[src/design/assert_macros.svh]
// Assertion macros shared by the sequencer modules.
`ifndef ASSERT_MACROS_SVH
`define ASSERT_MACROS_SVH

// The consequent must hold in the same cycle as the antecedent.
`define ASSERT_SAME(label, clk, rst, ante, cons) \
  label: assert property (@(posedge clk) disable iff (rst) (ante) |-> (cons)) \
    else $error("assertion failed: same-cycle implication");

// The consequent must hold in the cycle after the antecedent.
`define ASSERT_NEXT(label, clk, rst, ante, cons) \
  label: assert property (@(posedge clk) disable iff (rst) (ante) |=> (cons)) \
    else $error("assertion failed: next-cycle implication");

`endif

[src/design/i2cseq_pkg.sv]
package i2cseq_pkg;

  // EEPROM page size in bytes; must be a power of two.
  localparam int PAGE_BYTES = 64;
  localparam int PAGE_W     = $clog2(PAGE_BYTES);

  localparam int ADDR_W = 16;
  localparam int DATA_W = 8;
  localparam int DEV_W  = 7;
  localparam int KIND_W = 3;
  localparam int STEP_W = 4;

  // Queue between the front and back parts.
  localparam int QUEUE_DEPTH = 4;
  localparam int QPTR_W      = $clog2(QUEUE_DEPTH);
  localparam int QCNT_W      = QPTR_W + 1;

  localparam logic [DEV_W-1:0] DEVICE_SELECT_RESET = 7'd80;

  // Read/write bit appended to the control byte.
  localparam logic RW_WRITE = 1'b0;
  localparam logic RW_READ  = 1'b1;

  // Input command codes.
  localparam logic CMD_WRITE = 1'b0;
  localparam logic CMD_READ  = 1'b1;

  typedef enum logic [KIND_W-1:0] {
    SYM_START   = 3'd0,
    SYM_SEND    = 3'd1,
    SYM_RX_ACK  = 3'd2,
    SYM_RX_NACK = 3'd3,
    SYM_STOP    = 3'd4,
    SYM_WAIT    = 3'd5
  } sym_kind_t;

  // Symbols that precede the data symbol of one byte.
  typedef enum logic [1:0] {
    PRE_NONE,
    PRE_WR_HDR,
    PRE_RD_HDR,
    PRE_PAGE
  } prefix_t;

  // One classified byte, handed from the front to the back.
  typedef struct packed {
    prefix_t            prefix;
    logic               is_read;
    logic               last;
    logic [ADDR_W-1:0]  addr;
    logic [DATA_W-1:0]  data;
  } job_t;

  // Status of the queue seen by both sides.
  typedef struct packed {
    logic full;
    logic empty;
  } queue_status_t;

endpackage

[src/design/i2cseq_front.sv]
`include "assert_macros.svh"

module i2cseq_front (
  input  logic                           clk,
  input  logic                           rst,
  input  logic                           in_valid,
  output logic                           in_ready,
  input  logic                           command,
  input  logic                           first_byte,
  input  logic                           last_byte,
  input  logic [i2cseq_pkg::ADDR_W-1:0]  start_address,
  input  logic [i2cseq_pkg::DATA_W-1:0]  write_data,
  input  i2cseq_pkg::queue_status_t      q_status,
  output logic                           push,
  output i2cseq_pkg::job_t               push_job
);
  import i2cseq_pkg::*;

  logic [ADDR_W-1:0] current_address;
  logic              transfer_open;
  logic              open_is_read;

  logic              begin_xfer;
  logic [ADDR_W-1:0] base_addr;
  logic              page_start;

  // A byte is taken whenever the queue has room.
  assign in_ready = !q_status.full;
  assign push     = in_valid && in_ready;

  // Classify the byte: new transfer, page break, or plain continuation.
  always_comb begin
    begin_xfer = first_byte || !transfer_open || (open_is_read != command);
    base_addr  = first_byte ? start_address : current_address;
    page_start = (current_address[PAGE_W-1:0] == '0);

    push_job.is_read = command;
    push_job.last    = last_byte;
    push_job.addr    = base_addr;
    push_job.data    = write_data;
    if (begin_xfer) begin
      push_job.prefix = (command == CMD_READ) ? PRE_RD_HDR : PRE_WR_HDR;
    end else if ((command == CMD_WRITE) && page_start) begin
      push_job.prefix = PRE_PAGE;
    end else begin
      push_job.prefix = PRE_NONE;
    end
  end

  // Transfer state advances on every accepted byte.
  always_ff @(posedge clk) begin
    if (rst) begin
      current_address <= '0;
      transfer_open   <= 1'b0;
      open_is_read    <= 1'b0;
    end else if (push) begin
      current_address <= base_addr + ADDR_W'(1);
      transfer_open   <= !last_byte;
      open_is_read    <= command;
    end
  end

  `ASSERT_NEXT(a_open_after_middle, clk, rst, push && !last_byte, transfer_open)
  `ASSERT_NEXT(a_addr_step, clk, rst, push && !first_byte,
               current_address == $past(current_address) + ADDR_W'(1))

endmodule

[src/design/i2cseq_queue.sv]
`include "assert_macros.svh"

module i2cseq_queue (
  input  logic                       clk,
  input  logic                       rst,
  input  logic                       push,
  input  i2cseq_pkg::job_t           push_job,
  input  logic                       pop,
  output i2cseq_pkg::job_t           head_job,
  output i2cseq_pkg::queue_status_t  q_status
);
  import i2cseq_pkg::*;

  job_t              entries [QUEUE_DEPTH];
  logic [QPTR_W-1:0] wr_ptr;
  logic [QPTR_W-1:0] rd_ptr;
  logic [QCNT_W-1:0] count;

  assign head_job       = entries[rd_ptr];
  assign q_status.full  = (count == QCNT_W'(QUEUE_DEPTH));
  assign q_status.empty = (count == '0);

  // Entry storage needs no reset.
  always_ff @(posedge clk) begin
    if (push) begin
      entries[wr_ptr] <= push_job;
    end
  end

  // Pointers and fill count.
  always_ff @(posedge clk) begin
    if (rst) begin
      wr_ptr <= '0;
      rd_ptr <= '0;
      count  <= '0;
    end else begin
      if (push) begin
        wr_ptr <= wr_ptr + QPTR_W'(1);
      end
      if (pop) begin
        rd_ptr <= rd_ptr + QPTR_W'(1);
      end
      if (push && !pop) begin
        count <= count + QCNT_W'(1);
      end else if (pop && !push) begin
        count <= count - QCNT_W'(1);
      end
    end
  end

  `ASSERT_SAME(a_no_push_full, clk, rst, q_status.full, !push)
  `ASSERT_SAME(a_no_pop_empty, clk, rst, q_status.empty, !pop)

endmodule

[src/design/i2cseq_back.sv]
`include "assert_macros.svh"

module i2cseq_back (
  input  logic                          clk,
  input  logic                          rst,
  input  logic [i2cseq_pkg::DEV_W-1:0]  device_select,
  input  i2cseq_pkg::job_t              head_job,
  input  i2cseq_pkg::queue_status_t     q_status,
  output logic                          pop,
  output logic                          out_valid,
  input  logic                          out_ready,
  output logic [i2cseq_pkg::KIND_W-1:0] symbol_kind,
  output logic [i2cseq_pkg::DATA_W-1:0] symbol_byte,
  output logic                          end_of_run
);
  import i2cseq_pkg::*;

  logic [STEP_W-1:0] step;
  logic [STEP_W-1:0] prefix_len;
  logic [STEP_W-1:0] run_len;
  logic [STEP_W-1:0] hdr_idx;
  logic [STEP_W-1:0] tail_idx;
  logic              load;
  logic              last_step;
  sym_kind_t         kind_next;
  logic [DATA_W-1:0] byte_next;

  // A symbol is loaded when the head has work and the output slot frees.
  assign load      = !q_status.empty && (!out_valid || out_ready);
  assign last_step = (step == run_len - STEP_W'(1));
  assign pop       = load && last_step;

  // Length of the symbol run for the byte at the head of the queue.
  always_comb begin
    unique case (head_job.prefix)
      PRE_NONE:   prefix_len = STEP_W'(0);
      PRE_WR_HDR: prefix_len = STEP_W'(4);
      PRE_RD_HDR: prefix_len = STEP_W'(6);
      PRE_PAGE:   prefix_len = STEP_W'(6);
      default:    prefix_len = STEP_W'(0);
    endcase
    if (head_job.is_read) begin
      run_len = prefix_len + (head_job.last ? STEP_W'(2) : STEP_W'(1));
    end else begin
      run_len = prefix_len + (head_job.last ? STEP_W'(3) : STEP_W'(1));
    end
  end

  // Symbol selected by the current step.
  always_comb begin
    hdr_idx   = (head_job.prefix == PRE_PAGE) ? step - STEP_W'(2) : step;
    tail_idx  = step - prefix_len;
    kind_next = SYM_START;
    byte_next = '0;
    if (step < prefix_len) begin
      if ((head_job.prefix == PRE_PAGE) && (step == STEP_W'(0))) begin
        kind_next = SYM_STOP;
      end else if ((head_job.prefix == PRE_PAGE) && (step == STEP_W'(1))) begin
        kind_next = SYM_WAIT;
      end else begin
        unique case (hdr_idx)
          STEP_W'(1): begin
            kind_next = SYM_SEND;
            byte_next = {device_select, RW_WRITE};
          end
          STEP_W'(2): begin
            kind_next = SYM_SEND;
            byte_next = head_job.addr[ADDR_W-1:DATA_W];
          end
          STEP_W'(3): begin
            kind_next = SYM_SEND;
            byte_next = head_job.addr[DATA_W-1:0];
          end
          STEP_W'(5): begin
            kind_next = SYM_SEND;
            byte_next = {device_select, RW_READ};
          end
          default: kind_next = SYM_START;
        endcase
      end
    end else if (head_job.is_read) begin
      if (tail_idx == STEP_W'(0)) begin
        kind_next = head_job.last ? SYM_RX_NACK : SYM_RX_ACK;
      end else begin
        kind_next = SYM_STOP;
      end
    end else begin
      if (tail_idx == STEP_W'(0)) begin
        kind_next = SYM_SEND;
        byte_next = head_job.data;
      end else if (tail_idx == STEP_W'(1)) begin
        kind_next = SYM_STOP;
      end else begin
        kind_next = SYM_WAIT;
      end
    end
  end

  // Step counter and control of the output register.
  always_ff @(posedge clk) begin
    if (rst) begin
      step      <= '0;
      out_valid <= 1'b0;
    end else begin
      if (load) begin
        step      <= last_step ? '0 : step + STEP_W'(1);
        out_valid <= 1'b1;
      end else if (out_ready) begin
        out_valid <= 1'b0;
      end
    end
  end

  // Output payload register.
  always_ff @(posedge clk) begin
    if (load) begin
      symbol_kind <= kind_next;
      symbol_byte <= byte_next;
      end_of_run  <= last_step;
    end
  end

  `ASSERT_SAME(a_step_in_run, clk, rst, !q_status.empty, step < run_len)
  `ASSERT_NEXT(a_step_restart, clk, rst, pop, step == '0)

endmodule

[src/design/i2c_eeprom_transfer_sequencer.sv]
// Channel   Direction  Handshake              Payload
// in        input      in_valid / in_ready    command, first_byte, last_byte,
//                                             start_address, write_data
// out       output     out_valid / out_ready  symbol_kind, symbol_byte, end_of_run
// cfg       input      cfg_valid / cfg_ready  cfg_data (device_select)
//
// Each input byte produces one to nine bus symbols, one symbol per cycle unless
// the output stalls, set by the back sequencer stepping through the run of the
// byte at the queue head. A byte is accepted whenever the four-entry queue has room.
// Reset is synchronous and active high; it clears the transfer state and the queue.
// A stalled output holds its symbol; the front keeps filling the queue meanwhile.
module i2c_eeprom_transfer_sequencer (
  input  logic                           clk,
  input  logic                           rst,
  input  logic                           cfg_valid,
  output logic                           cfg_ready,
  input  logic [i2cseq_pkg::DEV_W-1:0]   cfg_data,
  input  logic                           in_valid,
  output logic                           in_ready,
  input  logic                           command,
  input  logic                           first_byte,
  input  logic                           last_byte,
  input  logic [i2cseq_pkg::ADDR_W-1:0]  start_address,
  input  logic [i2cseq_pkg::DATA_W-1:0]  write_data,
  output logic                           out_valid,
  input  logic                           out_ready,
  output logic [i2cseq_pkg::KIND_W-1:0]  symbol_kind,
  output logic [i2cseq_pkg::DATA_W-1:0]  symbol_byte,
  output logic                           end_of_run
);
  import i2cseq_pkg::*;

  logic [DEV_W-1:0] device_select;
  logic             push;
  job_t             push_job;
  logic             pop;
  job_t             head_job;
  queue_status_t    q_status;

  // The device register takes every configuration transfer.
  assign cfg_ready = 1'b1;

  always_ff @(posedge clk) begin
    if (rst) begin
      device_select <= DEVICE_SELECT_RESET;
    end else if (cfg_valid && cfg_ready) begin
      device_select <= cfg_data;
    end
  end

  i2cseq_front u_front (
    .clk           (clk),
    .rst           (rst),
    .in_valid      (in_valid),
    .in_ready      (in_ready),
    .command       (command),
    .first_byte    (first_byte),
    .last_byte     (last_byte),
    .start_address (start_address),
    .write_data    (write_data),
    .q_status      (q_status),
    .push          (push),
    .push_job      (push_job)
  );

  i2cseq_queue u_queue (
    .clk      (clk),
    .rst      (rst),
    .push     (push),
    .push_job (push_job),
    .pop      (pop),
    .head_job (head_job),
    .q_status (q_status)
  );

  i2cseq_back u_back (
    .clk           (clk),
    .rst           (rst),
    .device_select (device_select),
    .head_job      (head_job),
    .q_status      (q_status),
    .pop           (pop),
    .out_valid     (out_valid),
    .out_ready     (out_ready),
    .symbol_kind   (symbol_kind),
    .symbol_byte   (symbol_byte),
    .end_of_run    (end_of_run)
  );

endmodule
[config.mk]
export PLATFORM = sky130hd
export DESIGN_NAME = i2c_eeprom_transfer_sequencer
export DESIGN_NICKNAME = d
export VERILOG_FILES = /design/src/design/i2cseq_pkg.sv /design/src/design/i2cseq_front.sv /design/src/design/i2cseq_queue.sv /design/src/design/i2cseq_back.sv /design/src/design/i2c_eeprom_transfer_sequencer.sv
export VERILOG_INCLUDE_DIRS = /design/src /design/src/design
export SDC_FILE = /design/constraint.sdc
export NUM_CORES = 1
export LEC_CHECK = 0
export BUFFER_PORTS_ARGS = -buffer_cell sky130_fd_sc_hd__buf_2
export CAP_MARGIN = 10
export CORE_ASPECT_RATIO = 0.8
export CORE_MARGIN = 2
export CORE_UTILIZATION = 62
export DETAILED_ROUTE_END_ITERATION = 6
export PLACE_DENSITY = 0.88
export SLEW_MARGIN = 10
export SYNTH_ARGS = -nofsm -noshare
export SYNTH_HDL_FRONTEND = slang
export SYNTH_HIERARCHICAL = 1
export SYNTH_SLANG_ARGS = --single-unit
[constraint.sdc]
create_clock -name clk -period 10.6 [get_ports clk]
set_input_delay 2.12 -clock clk [delete_from_list [all_inputs] [get_ports clk]]
set_output_delay 2.12 -clock clk [all_outputs]
set_load 0.03 [all_outputs]
==> results.cfg <==
[run_status]
status = finished clean

[routing]
drc = 0
drt-initial-drc-count = 492
wire_per_inst_um = 22.2
firstDrtPassIters = 5
antenna_left = 0
postRouteWirelength_mm = 16.3
viasPerCell = 6.45
vias = 4725

[cts]
clkSlewWorstSetupHoldPaths_ns = 0.06
worst_skew_pair.late_latency_ns = 0.43
cts-root-buf = clkbuf_16
cts_buffer_depth = 2
ctsResizeCount = 0
cts_tree = yes
clock-sinks = 163
cts_hold_buf = 0
htreeDepth = 4
cts_buffers = 17
post-cts-setup-buffers = 0

[worst_hold_path]
min_to = u_back/out_valid$_SDFFE_PP0P_
hp-class = reg -> reg
hp-start = u_back/out_valid$_SDFFE_PP0P_
min_path_cells = 2

[setup_path]
r2r_cells = 14
startpoint_type = flip-flop
worstSetupPathType = reg -> reg
endpoint_kind = flip-flop
reg2reg_to = u_queue/count[2]$_SDFFE_PP0P_
worstPathArrival_ns = 5.03
required_ns = 10.95
path_max_fanout = 28
r2r_setup_slack_ns = 5.92

[floorplanning]
dieArea_um2 = 13100
die_h_um = 103
row_count = 36
start_util_pct = 62.7
pin_count = 54
die_x_um = 127
core_um2 = 12000

[synth]
synth_top_family_by_area = multiplexers
ys.flop_type = edfxtp_1
netlist_instances = 527
syn_nets = 582
synth-compound-area-share_pct = 7.40
synthSimpleGateAreaFrac_pct = 9.90
synth_enable_flop_cells = 124
synth_warnings = 6
synth_xor_xnor_area_share_pct = 1.74
synth.area.mux_share_pct = 13.2
ys_seq_area_share_pct = 59.7
ys_seq_elements = 163
avgSynthCellArea_um2 = 14.3
synthDistinctLibCells = 71
synthAdderAreaFrac_pct = 2.85
syn_area_um2 = 7550
async_flop_share_pct = 0

[timing]
worstMarginPinSlew_ns = 0.961
hold_violations = 0
final_max_slew_viol_count = 0
slew_headroom_pct = 35.9
fin_crit_ns = 4.68
fin_ws_ns = 5.92
fin_setup_tns_ns = 0
post-route-period-util_pct = 44.2
setup_viol_count_final = 0
max_freq_mhz = 214
rsz0062_at_grt = no
finClkSkew_ns = 0.0104

[layout]
syn2layout_area_growth_pct = 12.1
layout_commonest_cell = edfxtp_1
diodes = 0
drive_gt1_share_pct = 22.5
nets = 623
final_cell_mix = 124 x edfxtp_1, 52 x buf_2, 38 x dfxtp_1
fin_util_pct = 70.3

[global_routing]
grt_overflow = 0
grt_max_degree = 34
grt_pass1_vias = 4547
grt_pass1_wl_mm = 25.2
grt_usage_pct = 26.5
antenna_found_initial = 0

[power]
p_per_area_nw_per_um2 = 255
p_leak_nw = 3.08
total_power_mw = 2.16
vdd_ir_drop_max_mv = 0.150

[flow_run]
drv_cap = 0

[place]
port-buffer-count = 52
place_worst_setup_slack_ns = 5.94
place.gp.congestion = 0.902
hpwl_mm = 10.2
[worst max-delay path by stage]
stage | from | to | slack (ns) | cells after the start
finish | flip-flop | u_queue/count[2]$_SDFFE_PP0P_ | 5.92 | 14
global route | flip-flop | u_queue/count[2]$_SDFFE_PP0P_ | 5.62 | 14
CTS | flip-flop | u_queue/count[2]$_SDFFE_PP0P_ | 5.88 | 14
floorplan | out_ready | u_queue/count[2]$_SDFFE_PP0P_ | 6.31 | 11
detailed placement | flip-flop | u_queue/count[2]$_SDFFE_PP0P_ | 5.94 | 14
global placement | flip-flop | u_queue/count[2]$_SDFFE_PP0P_ | 6.15 | 14
[synth_stat cells (4+ instances only)]
cell / number / area (um2)
ha_1: 14 / 175
nand2b_1: 4 / 25.0
o21ai_0: 4 / 20.0
a211oi_1: 6 / 45.0
xnor2_1: 11 / 96.3
mux4_2: 20 / 450
nand3b_1: 5 / 37.5
inv_1: 31 / 116
a21oi_1: 15 / 75.1
clkbuf_1: 6 / 22.5
dfxtp_1: 39 / 781
buf_6: 5 / 56.3
and2_1: 10 / 62.6
nand4_1: 11 / 68.8
mux4_1: 8 / 210
xor2_1: 4 / 35.0
nor3_1: 5 / 25.0
nor2_1: 27 / 101
buf_4: 13 / 97.6
buf_2: 8 / 40.0
o221ai_1: 9 / 78.8
edfxtp_1: 124 / 3720
mux2i_1: 27 / 270
nand3_1: 22 / 110
nand2_1: 25 / 93.8
mux2_2: 6 / 67.6
[registers in the layout (all words and copies together) (netlist names), 2 cells and up, named ones only]
register / flops
u_back/step: 4
u_back/symbol_byte: 8
u_queue/rd_ptr: 2
u_queue/entries: 112
u_back/symbol_kind: 3
u_front/current_address: 16
u_queue/count: 3
u_queue/wr_ptr: 2
device_select: 7
[worst max-delay path, cell delays in order (launching register included)]
cell       delay (ns)
dfxtp_2          0.96
mux4_1           0.83
xnor2_1          0.21
ha_1             0.21
xnor2_1          0.14
or3_4            0.36
a2111oi_4        0.51
and2_1           0.26
inv_1            0.08
ha_1             0.21
inv_1            0.08
fa_1             0.20
xor2_1           0.09
or3_1            0.31
a21oi_1          0.14
[cell type report]
| cell class | count | area, um2 |
|---|---|---|
| inverter | 33 | 124 |
| tap | 152 | 190 |
| sequential | 163 | 4510 |
| multi-input combinational | 295 | 2650 |
| clock buffer | 17 | 425 |
| clock inverter | 15 | 251 |
| fill | 743 | 3570 |
| timing repair buffer | 58 | 305 |
[logic make-up (layout without fill, tap and decap cells)]
logic type | Yosys count | count (layout)
other | 1 | 1
XOR/XNOR | 15 | 15
AND/OR/NAND/NOR | 135 | 135
multiplexers | 61 | 61
flip-flops | 163 | 163
buffers and inverters | 69 | 123
AO/OA/AOI/OAI | 67 | 67
adder cells (fa/ha/maj) | 16 | 16
[metrics by stage]
stage	hold WS (ns)	instances	area, um2
after global placement	0.467	701	7780
after detailed placement	0.480	701	7780
final	0.489	733	8460
after floorplan	0.450	527	7550
after global routing	0.531	733	8460
after CTS	0.493	733	8460
[layer usage]
layer	vias up	share of wire (%)	global-route usage, %
met5	-	0	0
met4	0	2.6	11.0
met3	37	8.4	6.80
met2	285	50	44.3
met1	2296	39	33.7
li1	2107	-	-
[report_power, final]
| part | leakage, nW | internal (mW) | switching, mW |
|---|---|---|---|
| clock network | 0.322 | 0.444 | 0.254 |
| logic | 1.28 | 0.232 | 0.335 |
| registers | 1.48 | 0.814 | 0.0784 |
| total | 3.08 | 1.49 | 0.667 |
No activity file was read; power rests on OpenSTA's default activity.
